===== config.mk =====
export PLATFORM = sky130hd
export DESIGN_NAME = mac_learning_bridge_forwarder
export DESIGN_NICKNAME = d
export VERILOG_FILES = /design/src/rtl/core/mlb_pkg.sv /design/src/rtl/core/mlb_ram.sv /design/src/rtl/core/mac_learning_bridge_forwarder.sv
export VERILOG_INCLUDE_DIRS = /design/src /design/src/rtl/core
export SDC_FILE = /design/constraint.sdc
export NUM_CORES = 2
export LEC_CHECK = 0
export BUFFER_PORTS_ARGS = -buffer_cell sky130_fd_sc_hd__buf_2
export CAP_MARGIN = 20
export CORE_MARGIN = 2
export CORE_UTILIZATION = 25
export CTS_BUF_LIST = sky130_fd_sc_hd__clkbuf_2
export DETAILED_ROUTE_END_ITERATION = 10
export HOLD_SLACK_MARGIN = 0.06
export SLEW_MARGIN = 20
export SYNTH_ARGS = -nofsm -noshare
export SYNTH_HDL_FRONTEND = slang
export SYNTH_HIERARCHICAL = 1
export SYNTH_SLANG_ARGS = --single-unit

===== constraint.sdc =====
create_clock -name i_clk -period 9.35 [get_ports i_clk]
set_input_delay 0.4675 -clock i_clk [delete_from_list [all_inputs] [get_ports i_clk]]
set_output_delay 0.4675 -clock i_clk [all_outputs]
set_load 0.005 [all_outputs]

===== src/rtl/core/assert_macros.svh =====
// ----------------------------------------------------------------------------
// assert_macros.svh
// assertion wrappers shared by the rtl, empty when synthesizing
// ----------------------------------------------------------------------------
`ifndef ASSERT_MACROS_SVH
`define ASSERT_MACROS_SVH

`ifndef SYNTHESIS

// expression holds at every clock edge out of reset
`define ASSERT_ALWAYS(lbl, expr) \
    lbl: assert property (@(posedge i_clk) disable iff (!i_rst_n) (expr)) \
        else $error("assertion failed");

// consequent holds in the same cycle as the antecedent
`define ASSERT_IMPLY(lbl, ante, cons) \
    lbl: assert property (@(posedge i_clk) disable iff (!i_rst_n) (ante) |-> (cons)) \
        else $error("assertion failed");

// consequent holds in the cycle after the antecedent
`define ASSERT_NEXT(lbl, ante, cons) \
    lbl: assert property (@(posedge i_clk) disable iff (!i_rst_n) (ante) |=> (cons)) \
        else $error("assertion failed");

`else

`define ASSERT_ALWAYS(lbl, expr)
`define ASSERT_IMPLY(lbl, ante, cons)
`define ASSERT_NEXT(lbl, ante, cons)

`endif

`endif


===== src/rtl/core/mlb_pkg.sv =====
// ----------------------------------------------------------------------------
// mlb_pkg
// types and constants of the learning bridge forwarder
// ----------------------------------------------------------------------------
package mlb_pkg;

    localparam int TABLE_DEPTH = 64;
    localparam int NUM_PORTS   = 8;

    localparam int MAC_W     = 48;
    localparam int IN_PORT_W = 4;
    localparam int ENT_PORT_W = 3;
    localparam int MASK_W    = 8;
    localparam int PERIOD_W  = 20;

    localparam logic [PERIOD_W-1:0] PERIOD_RESET = 20'd30000;

    localparam logic CMD_FRAME = 1'b0;
    localparam logic CMD_TICK  = 1'b1;

    typedef enum logic [1:0] {
        ACT_FORWARD = 2'd0,
        ACT_FLOOD   = 2'd1,
        ACT_DROP    = 2'd2,
        ACT_TICK    = 2'd3
    } t_action;

    typedef enum logic [1:0] {
        ST_IDLE,
        ST_SCAN,
        ST_FINISH
    } t_state;

endpackage


===== src/rtl/core/mlb_ram.sv =====
// ----------------------------------------------------------------------------
// mlb_ram
// simple dual-port ram, one write port, one registered read port
// ----------------------------------------------------------------------------
module mlb_ram #(
    parameter int WIDTH = 8,
    parameter int DEPTH = 64
) (
    input  logic                     i_clk,
    input  logic                     i_we,
    input  logic [$clog2(DEPTH)-1:0] i_waddr,
    input  logic [WIDTH-1:0]         i_wdata,
    input  logic                     i_re,
    input  logic [$clog2(DEPTH)-1:0] i_raddr,
    output logic [WIDTH-1:0]         o_rdata
);

    logic [WIDTH-1:0] r_mem [DEPTH];

    always_ff @(posedge i_clk) begin
        if (i_we) begin
            r_mem[i_waddr] <= i_wdata;
        end
        if (i_re) begin
            o_rdata <= r_mem[i_raddr];
        end
    end

endmodule


===== src/rtl/core/mac_learning_bridge_forwarder.sv =====
// ----------------------------------------------------------------------------
// mac_learning_bridge_forwarder
// forwarding decision and source learning for a transparent ethernet bridge
// ----------------------------------------------------------------------------
// usage
//   command channel: an item transfers at a clock edge with start high and
//   busy low. i_command selects a frame decision or one time tick.
//   result channel: o_done is high for exactly one cycle with the result on
//   o_action, o_egress_mask, o_learned, o_table_full and o_flushed. the
//   receiver cannot stall, so each result must be taken in that cycle.
//   config: i_cfg_we writes i_cfg_wdata into the flush period, idle only.
// timing
//   tick or bad ingress port: result in the cycle after the transfer, busy
//   never rises, so a new item may follow at once.
//   frame: the learned table is scanned one entry per cycle through the
//   table ram read port, then the scan and finish states lead to the
//   result; busy covers that span and a new item is accepted in the cycle
//   the result is shown.
// reset
//   table empty (fill count zero), tick count zero, period 30000. the ram
//   itself is not cleared; only entries below the fill count are read.
// ----------------------------------------------------------------------------
`include "assert_macros.svh"

module mac_learning_bridge_forwarder #(
    parameter int TABLE_DEPTH = mlb_pkg::TABLE_DEPTH,
    parameter int NUM_PORTS   = mlb_pkg::NUM_PORTS
) (
    input  logic                          i_clk,
    input  logic                          i_rst_n,
    // command channel
    input  logic                          start,
    output logic                          busy,
    input  logic                          i_command,
    input  logic [mlb_pkg::IN_PORT_W-1:0] i_in_port,
    input  logic [mlb_pkg::MAC_W-1:0]     i_dest_mac,
    input  logic [mlb_pkg::MAC_W-1:0]     i_src_mac,
    // configuration
    input  logic                          i_cfg_we,
    input  logic [mlb_pkg::PERIOD_W-1:0]  i_cfg_wdata,
    // result channel
    output logic                          o_done,
    output logic [1:0]                    o_action,
    output logic [mlb_pkg::MASK_W-1:0]    o_egress_mask,
    output logic                          o_learned,
    output logic                          o_table_full,
    output logic                          o_flushed
);

    localparam int AW      = $clog2(TABLE_DEPTH);
    localparam int CW      = $clog2(TABLE_DEPTH + 1);
    localparam int ENTRY_W = mlb_pkg::MAC_W + mlb_pkg::ENT_PORT_W;
    localparam logic [CW-1:0] DEPTH_C = CW'(TABLE_DEPTH);
    localparam logic [mlb_pkg::MASK_W-1:0] ALL_PORTS =
        mlb_pkg::MASK_W'((1 << NUM_PORTS) - 1);
    localparam logic [mlb_pkg::IN_PORT_W-1:0] MAX_PORT =
        mlb_pkg::IN_PORT_W'(NUM_PORTS);

    // control state
    mlb_pkg::t_state              r_state, n_state;
    logic [CW-1:0]                r_count;     // learned entries in the table
    logic [CW-1:0]                r_idx;       // next entry to read
    logic                         r_pend;      // read data valid this cycle
    logic [mlb_pkg::PERIOD_W-1:0] r_tick;
    logic [mlb_pkg::PERIOD_W-1:0] r_period;

    // scan results
    logic                             r_dfound;
    logic                             r_sfound;
    logic [mlb_pkg::ENT_PORT_W-1:0]   r_dport;

    // captured frame
    logic [mlb_pkg::IN_PORT_W-1:0] r_in_port;
    logic [mlb_pkg::MAC_W-1:0]     r_dest;
    logic [mlb_pkg::MAC_W-1:0]     r_src;

    // result register
    logic                        r_done;
    mlb_pkg::t_action            r_action;
    logic [mlb_pkg::MASK_W-1:0]  r_mask;
    logic                        r_learned;
    logic                        r_full;
    logic                        r_flushed;

    // ram interface
    logic               rd_en;
    logic               wr_en;
    logic [ENTRY_W-1:0] rd_data;
    logic [ENTRY_W-1:0] wr_data;

    logic accept;
    logic bad_port;
    logic [mlb_pkg::PERIOD_W-1:0] tick_next;
    logic [mlb_pkg::PERIOD_W-1:0] period_eff;
    logic flush_now;
    logic [mlb_pkg::IN_PORT_W-1:0] r_in_port_m1;
    logic src_new;
    logic has_room;
    logic dest_hit;
    logic src_hit;

    assign accept   = start && !busy;
    assign bad_port = (i_in_port == '0) || (i_in_port > MAX_PORT);
    assign r_in_port_m1 = r_in_port - 1'b1;

    // time base: a zero period behaves as one, so every tick flushes
    assign tick_next  = r_tick + 1'b1;
    assign period_eff = (r_period == '0) ? mlb_pkg::PERIOD_W'(1) : r_period;
    assign flush_now  = tick_next >= period_eff;

    // compare of the entry read in the previous cycle
    assign dest_hit = r_pend && (rd_data[mlb_pkg::MAC_W-1:0] == r_dest);
    assign src_hit  = r_pend && (rd_data[mlb_pkg::MAC_W-1:0] == r_src);

    // learning decision, valid once the scan is over
    assign src_new  = !r_sfound;
    assign has_room = r_count < DEPTH_C;
    assign wr_data  = {r_in_port_m1[mlb_pkg::ENT_PORT_W-1:0], r_src};

    mlb_ram #(
        .WIDTH (ENTRY_W),
        .DEPTH (TABLE_DEPTH)
    ) u_table (
        .i_clk   (i_clk),
        .i_we    (wr_en),
        .i_waddr (r_count[AW-1:0]),
        .i_wdata (wr_data),
        .i_re    (rd_en),
        .i_raddr (r_idx[AW-1:0]),
        .o_rdata (rd_data)
    );

    // next state
    always_comb begin
        n_state = r_state;
        unique case (r_state)
            mlb_pkg::ST_IDLE: begin
                if (accept && (i_command == mlb_pkg::CMD_FRAME) && !bad_port) begin
                    n_state = mlb_pkg::ST_SCAN;
                end
            end
            mlb_pkg::ST_SCAN: begin
                // last read data is compared on the same edge
                if (!rd_en) begin
                    n_state = mlb_pkg::ST_FINISH;
                end
            end
            mlb_pkg::ST_FINISH: begin
                n_state = mlb_pkg::ST_IDLE;
            end
            default: begin
                n_state = mlb_pkg::ST_IDLE;
            end
        endcase
    end

    // state outputs
    always_comb begin
        busy  = 1'b1;
        rd_en = 1'b0;
        wr_en = 1'b0;
        unique case (r_state)
            mlb_pkg::ST_IDLE: begin
                busy = 1'b0;
            end
            mlb_pkg::ST_SCAN: begin
                rd_en = r_idx < r_count;
            end
            mlb_pkg::ST_FINISH: begin
                wr_en = src_new && has_room;
            end
            default: begin
                busy = 1'b1;
            end
        endcase
    end

    // control registers
    always_ff @(posedge i_clk) begin
        if (!i_rst_n) begin
            r_state  <= mlb_pkg::ST_IDLE;
            r_count  <= '0;
            r_idx    <= '0;
            r_pend   <= 1'b0;
            r_tick   <= '0;
            r_period <= mlb_pkg::PERIOD_RESET;
            r_done   <= 1'b0;
        end else begin
            r_state <= n_state;
            r_pend  <= rd_en;
            // strobe after a tick, a bad port or the end of a frame scan
            r_done  <= (accept && ((i_command == mlb_pkg::CMD_TICK) || bad_port))
                       || (r_state == mlb_pkg::ST_FINISH);
            if (i_cfg_we) begin
                r_period <= i_cfg_wdata;
            end
            if (accept) begin
                r_idx <= '0;
                if (i_command == mlb_pkg::CMD_TICK) begin
                    if (flush_now) begin
                        r_tick  <= '0;
                        r_count <= '0;
                    end else begin
                        r_tick <= tick_next;
                    end
                end
            end
            if (rd_en) begin
                r_idx <= r_idx + 1'b1;
            end
            if ((r_state == mlb_pkg::ST_FINISH) && wr_en) begin
                r_count <= r_count + 1'b1;
            end
        end
    end

    // frame capture and scan flags
    always_ff @(posedge i_clk) begin
        if (accept) begin
            r_in_port <= i_in_port;
            r_dest    <= i_dest_mac;
            r_src     <= i_src_mac;
            r_dfound  <= 1'b0;
            r_sfound  <= 1'b0;
        end
        // first destination match wins
        if (dest_hit && !r_dfound) begin
            r_dfound <= 1'b1;
            r_dport  <= rd_data[ENTRY_W-1:mlb_pkg::MAC_W];
        end
        if (src_hit) begin
            r_sfound <= 1'b1;
        end
    end

    // result payload
    always_ff @(posedge i_clk) begin
        if (accept && (i_command == mlb_pkg::CMD_TICK)) begin
            r_action  <= mlb_pkg::ACT_TICK;
            r_mask    <= '0;
            r_learned <= 1'b0;
            r_full    <= 1'b0;
            r_flushed <= flush_now;
        end else if (accept && bad_port) begin
            r_action  <= mlb_pkg::ACT_DROP;
            r_mask    <= '0;
            r_learned <= 1'b0;
            r_full    <= 1'b0;
            r_flushed <= 1'b0;
        end else if (r_state == mlb_pkg::ST_FINISH) begin
            r_learned <= src_new && has_room;
            r_full    <= src_new && !has_room;
            r_flushed <= 1'b0;
            priority if (!r_dfound) begin
                // unknown destination: every port but the ingress one
                r_action <= mlb_pkg::ACT_FLOOD;
                r_mask   <= ALL_PORTS & ~(mlb_pkg::MASK_W'(1) << r_in_port_m1);
            end else if (r_dport == r_in_port_m1[mlb_pkg::ENT_PORT_W-1:0]) begin
                r_action <= mlb_pkg::ACT_DROP;
                r_mask   <= '0;
            end else begin
                r_action <= mlb_pkg::ACT_FORWARD;
                r_mask   <= mlb_pkg::MASK_W'(1) << r_dport;
            end
        end
    end

    assign o_done        = r_done;
    assign o_action      = r_action;
    assign o_egress_mask = r_mask;
    assign o_learned     = r_learned;
    assign o_table_full  = r_full;
    assign o_flushed     = r_flushed;

    `ASSERT_ALWAYS(a_count_bound, r_count <= DEPTH_C)
    `ASSERT_IMPLY(a_scan_idx, r_state == mlb_pkg::ST_SCAN, r_idx <= r_count)
    `ASSERT_NEXT(a_finish_done, r_state == mlb_pkg::ST_FINISH, r_done && !busy)
    `ASSERT_IMPLY(a_learn_grow, r_done && r_learned, r_count == CW'($past(r_count) + 1'b1))
    `ASSERT_IMPLY(a_write_new, wr_en, !r_sfound && (r_count < DEPTH_C))

endmodule

# --- After elaboration in Yosys (flattened, before gate mapping) ---
# Memory sizes are Yosys's and may differ from the RTL's. A register that Yosys moved wholly into a read port is not among the register bits.
# Index checks and enable logic that the tools add are counted.
op_classes:
  bitwise: 2
  addsub: 4
  n_lt_le_gt_ge: 4
  n_reduce_logical: 32
  shifts: 2
  eq_ne: 7
  mux: 25
op_table:
  columns: ["operator", "count"]
  rows:
  - ["48-bit == test", 2]
  - ["7-bit 2-to-1 mux", 6]
  - ["20-bit 2-to-1 mux", 2]
  - ["20-bit by 1-bit adder with 20-bit output, second input constant", 1]
  - ["20-bit greater-or-equal comparator", 1]
  - ["20-bit zero test", 1]
  - ["8-bit 2-to-1 mux", 2]
  - ["7-bit by 1-bit adder with 7-bit output, second input constant", 2]
  - ["1-bit logical AND", 12]
  - ["1-bit 2-to-1 mux", 10]
  - ["2-bit nonzero test", 5]
  - ["2-bit 2-to-1 mux", 4]
  - ["8-bit NOT", 1]
  - ["1-bit by 3-bit << shifter with 8-bit output, first input constant", 1]
  - ["1-bit by 4-bit << shifter with 8-bit output, first input constant", 1]
  - ["7-bit less-than comparator", 1]
  - ["7-bit less-than comparator, second input constant", 1]
  - ["4-bit greater-than comparator, second input constant", 1]
  - ["1-bit zero test", 4]
  - ["4-bit zero test", 1]
  - ["2-bit one-hot mux with 2 select lines", 1]
  - ["2-bit AND reduction", 2]
  - ["4-bit by 1-bit subtractor with 4-bit output, second input constant", 1]
  - ["3-bit == test", 1]
  - ["10 further kinds", 12]
word_totals:
  ram_bits: 3264
  mem_count: 1
  elab_cells: 96
  output_inout_bits: 15
  regBits: 176
  inputBits: 125
mem_list:
  columns: ["name", "depth", "width", "rd", "rd_ports_with_merged_regs", "write_ports", "line_no", "rtl"]
  rows:
  - ["u_table.r_mem", 64, 51, 1, 1, 1, "mlb_ram.sv:18", "logic [WIDTH-1:0] r_mem [DEPTH];"]

# --- Logic depth before layout (Yosys ltp) ---
logic_depth:
  word_depth: 7
  depth_mapped: 14
  ltp_nobuf: 13

# --- Cells and area by module ---
# Netlist, hierarchy kept.
by_module_without_submodules:
  columns: ["mod", "cells_per_inst", "seq_area_each_um2", "area_each_um2", "n_inst"]
  rows:
  - ["mlb_ram", 5186, 99545.5, 125130.0, 1]
  - ["mac_learning_bridge_forwarder", 759, 4564.4, 8423.1, 1]

# --- Least setup slack after synthesis ---
# No wires, ideal clock.
synth_path:
  path_kind: "register to register"
  startpoint: "register r_state[0]"
  endpoint: "memory u_table/r_mem[48][0] in the netlist's numbering (enable)"
  setup_time_ns: 0.522
  path_buffers: 2
  path_slack_ns: 3.684
  required_ns: 8.828
  arrival_time_ns: 5.144
  period_less_slack_ns: 5.666
  stages_incl_launch_ff: 9
  cell_sequence: "dfxtp_1 > nand2b_1 > clkbuf_1 > or3_1 > buf_2 > inv_1 > nor2b_1 > nand4b_1 > nor3_1"
synth_between:
  elab_chain_len: 4
synth_lines:
  columns: ["element", "line_no", "rtl"]
  rows:
  - ["start: declaration", "mac_learning_bridge_forwarder.sv:60", "mlb_pkg::t_state r_state, n_state;"]
  - ["start signal: assignment", "mac_learning_bridge_forwarder.sv:181", "r_state <= mlb_pkg::ST_IDLE;"]
  - ["start signal: assignment", "mac_learning_bridge_forwarder.sv:189", "r_state <= n_state;"]
  - ["2-bit == test", "mac_learning_bridge_forwarder.sv:162", "unique case (r_state)"]
  - ["1-bit 2-to-1 mux", "mac_learning_bridge_forwarder.sv:162", null]
  - ["named net wr_en", "mac_learning_bridge_forwarder.sv:87", "logic wr_en;"]
  - ["1-bit 2-to-1 mux", "mlb_ram.sv:21", "if (i_we) begin"]
  - ["1-bit 2-to-1 mux (implied by the code)", "mlb_ram.sv:22", "r_mem[i_waddr] <= i_wdata;"]
  - ["end: declaration", "mlb_ram.sv:18", null]
# The timed path passes the listed nets, and every way through them passes these cells.

# --- Worst setup path after layout ---
layout_path:
  startpoint: "register r_tick[0] in the netlist's numbering"
  endpoint: "register r_tick[0] in the netlist's numbering"
layout_between:
  elab_chain_len: 3
layout_lines:
  columns: ["element", "line_no", "rtl"]
  rows:
  - ["start: declaration", "mac_learning_bridge_forwarder.sv:64", "logic [mlb_pkg::PERIOD_W-1:0] r_tick;"]
  - ["start signal: assignment", "mac_learning_bridge_forwarder.sv:204", "r_tick <= tick_next;"]
  - ["20-bit by 1-bit adder with 20-bit output (*)", "mac_learning_bridge_forwarder.sv:107", "assign tick_next = r_tick + 1'b1;"]
  - ["20-bit greater-or-equal comparator", "mac_learning_bridge_forwarder.sv:109", "assign flush_now = tick_next >= period_eff;"]
  - ["20-bit 2-to-1 mux (*)", "mac_learning_bridge_forwarder.sv:200", "if (flush_now) begin"]
# Mark *: on every way between the ends. The rest lies on a longest branch, timed or not.
# A chain may end at the register's enable or synchronous reset.

==> key figures <==
Outcome
  • Outcome: finished clean

Yosys
  • Mux cell area share after synthesis: 0.1587
  • Synth Area in Adders: 0.003185
  • Largest family of logic cells by synthesized area: multiplexers
  • Synth area leader: edfxtp_1
  • Cell with the most instances after synthesis: edfxtp_1
  • Synth Area per Inst: 22.46 um2
  • Top post-synthesis cells by area: edfxtp_1 (77%), mux4_2 (15%), dfxtp_1 (1.1%), o22ai_1 (0.79%), nor2_1 (0.54%)
  • Mapped Area: 0.1336 mm2
  • Flops & latches, synth: 3491
  • Compound-Gate Fraction of Synth Area: 0.02287
  • Synth top cells by count: edfxtp_1 (3419), mux4_2 (886), nor2_1 (192)
  • Async SR Flop Fraction: 0
  • Syn_nets: 6104
  • Post-synth EDFFs: 3419
  • Top cell type's share of synthesized area: 0.7687
  • Area share of and/or/nand/nor cells after synthesis: 0.01639
  • Synth unique cells: 67
  • Register area share after synthesis: 0.7795
  • Yosys Warn Count: 6
  • Post-synthesis xor/xnor area fraction: 0.006755
  • Mapped Cells: 5945
  • Ys flop type: edfxtp_1

Placed design
  • Worst slack, placed: 4.329 ns
  • Placed Area: 0.1441 mm2
  • Dpl cells: 13010
  • Final RePlAce weighted congestion: 0.8429
  • IO Port Bufs: 139
  • Post-DP HPWL: 231.0 mm

Route
  • Final WL: 406.1 mm
  • DR DRC count: 0
  • DR pass1 iterations: 5
  • Routed length per instance: 27.13 um
  • DRT iter0 DRCs: 9840
  • Antenna Violating Nets Remaining: 0
  • Vias: 71860
  • Vias per cell: 4.801

Setup path
  • FF-to-FF Start: r_tick[0]
  • CP arrival: 7.03 ns
  • Critical path's slowest cell: o21ai_1
  • Top Family by Delay on Critical Path: simple AND/OR/NAND/NOR gates
  • Reg2reg end: r_tick[0]
  • Reg2Reg Depth: 14
  • Crit end category: flop
  • Worst reg-to-reg setup slack: 4.30 ns
  • Crit Path Max Fanout: 7
  • Worst-path cell chain: ha_1 > and4_1 > nand4_1 > nor2_1 > nand3_1 > xnor2_1 > ha_1 > and4_1 > nand4_1 > nor3_1 > a211oi_1 > o21ai_1 > nor2_1 > dlygate4sd3_1
  • Worst path required time: 11.33 ns
  • Slowest Stage Delay on Critical Path: 0.71 ns
  • Number of buffers and inverters on the critical path: 1
  • Worst setup path class: reg2reg
  • Critical Path Start Type: flop

STA
  • Fin crit period: 5.048 ns
  • Final Skew: 0.3790 ns
  • Max Freq: 198.1 MHz
  • Final period utilization: 0.5399
  • Final worst-path setup slack: 4.302 ns
  • Setup TNS: 0 ns
  • Worst Tran Pin Value: 1.237 ns
  • Pins Over Slew Limit: 0
  • Final Hold Viols: 0
  • Rel. slew slack: 0.1756
  • RSZ-0062 raised after global routing: false
  • # setup viols final: 0

Layout
  • Post-Layout Cell Count: 14970
  • Ratio of cells with drive above 1 in the final layout: 0.3374
  • Fin area: 0.1568 mm2
  • Layout net count: 7464
  • Layout Area Growth over Synthesis: 17.37%

Pwr
  • Worst vdd ir: 0.1254 mV
  • Total power: 28.16 mW
  • Leak pwr: 48.33 nW
  • Power Density: 179.7 mW/mm2

Clock network
  • CTS H-tree depth: 6
  • Clock Root Buffer: clkbuf_2
  • Clock Sinks: 3491
  • CTS tree: done
  • CTS clk-pin slew, worst paths: 0.10 ns
  • PostCTS Resize Cnt: 0
  • CTS Buf Count: 814
  • Clk Latency, worst-skew pair: 2.38 ns
  • Clock buffer depth: 4

Floorplanning
  • Chip height: 734.9 um
  • Die X: 734.9 um
  • Row cnt: 268
  • Core area: 0.5325 mm2
  • Starting Density: 0.2508
  • I/O pins: 140
  • Die Area: 0.5401 mm2

Global routing
  • Global-route wire length before repair: 559.2 mm
  • Pin count of the biggest net entering global routing: 106
  • Number of global-route vias before repair: 72720
  • Total GRT Usage: 0.1449
  • Overflow after GRT: 0
  • Initial antenna violation count: 31

Min path
  • Hold Startpoint: i_src_mac[46]
  • Hold Crit Class: in2reg
  • Worst hold endpoint: r_src[46]
  • Hold depth: 4

Job
  • Max_cap viols: 0
==> flip-flops by register name, indices dropped and copies added, names as in the netlist, 2 cells and up <==
| name | cells |
|---|---|
| r_src | 48 |
| r_dport | 3 |
| u_table/o_rdata | 51 |
| r_count | 7 |
| r_in_port | 4 |
| o_action | 2 |
| r_tick | 20 |
| r_dest | 48 |
| r_period | 20 |
| o_egress_mask | 8 |
| u_table/r_mem | 3264 |
| r_idx | 7 |
| r_state | 2 |
==> metrics by stage <==
stage / hold slack [ns] / util
floorplan: 0.4003 / -
global placement: 0.4397 / 0.2704
detailed placement: 0.4398 / 0.2705
CTS: 0.06365 / 0.2939
global route: 0.2060 / 0.2943
finish: 0.2434 / 0.2944
==> power breakdown <==
| group | switching (mW) | internal, mW | total [mW] | leakage, nW |
|---|---|---|---|---|
| sequential | 0.0699 | 17.3 | 17.3 | 31.4 |
| combinational | 0.482 | 0.234 | 0.717 | 11.3 |
| clock | 6.21 | 3.91 | 10.1 | 5.68 |
==> cell type report <==
class / count / area, um2
inverters: 67 / 261.5
flip-flops and latches: 3491 / 104100
clock buffers: 1173 / 5871
fillers: 52000 / 375700
clock inverters: 263 / 1714
repair buffers: 855 / 7595
diodes: 21 / 52.55
well taps: 7020 / 8783
multi-input cells: 2076 / 28350
==> worst reg2reg max path: cells and delay by family, from the launching register on <==
kind | cells | cell delay [ns]
AOI/OAI and AO/OA | 2 | 0.88
xor gates and xnor gates | 1 | 0.16
adders and majority gates | 2 | 0.62
buffers and inverters | 1 | 0.58
DFF | 1 | 0.45
and+or+nand+nor | 8 | 2.27
==> timing repair <==
action / CTS / global route
setup buffers: 0 / 0
hold buffers: 488 / 0
endpoints found under the hold margin: 274 / 0
==> cell usage in the layout, fill, tap and decap left out, types with 17 or more instances in the layout <==
master	count
a21oi_1	99
a31oi_1	22
buf_2	139
buf_4	206
bufinv_16	17
clkbuf_2	1173
clkinv_1	177
clkinv_2	25
dfxtp_1	67
diode_2	21
dlygate4sd3_1	488
edfxtp_1	3419
ha_1	34
inv_1	63
mux2_2	48
mux2i_1	70
mux4_2	886
nand2_1	93
nand3_1	29
nand4_1	22
nor2_1	129
nor2_4	62
nor4_1	17
o21ai_0	50
o221ai_1	50
o22ai_1	168
xnor2_1	52
xor2_1	49
==> cell families after synthesis <==
| group | after synthesis |
|---|---|
| xor+xnor | 103 |
| flops | 3491 |
| buf+inv | 378 |
| mux | 1004 |
| compound gates | 470 |
| fa+ha+maj | 34 |
| simple gates | 465 |
==> metal layers <==
layer | GRT usage | wire length, um | vias up
met5 | 0 | 139 | -
met1 | 0.1955 | 162000 | 38520
met2 | 0.2278 | 188000 | 4218
met3 | 0.03888 | 44020 | 617
li1 | - | - | 28470
met4 | 0.04556 | 11940 | 22
==> worst max path at each step <==
| stage | cells after the start | from | slack [ns] | to |
|---|---|---|---|---|
| floorplan | 8 | r_state[0] | 3.68 | u_table/r_mem[48][0] |
| global placement | 8 | r_state[1] | 4.30 | u_table/r_mem[38][37] |
| detailed placement | 8 | r_state[1] | 4.33 | u_table/r_mem[38][37] |
| CTS | 8 | r_state[1] | 4.22 | u_table/r_mem[38][40] |
| global route | 14 | r_tick[0] | 4.05 | r_tick[0] |
| finish | 14 | r_tick[0] | 4.30 | r_tick[0] |
Power figures use the tool's default switching activity.
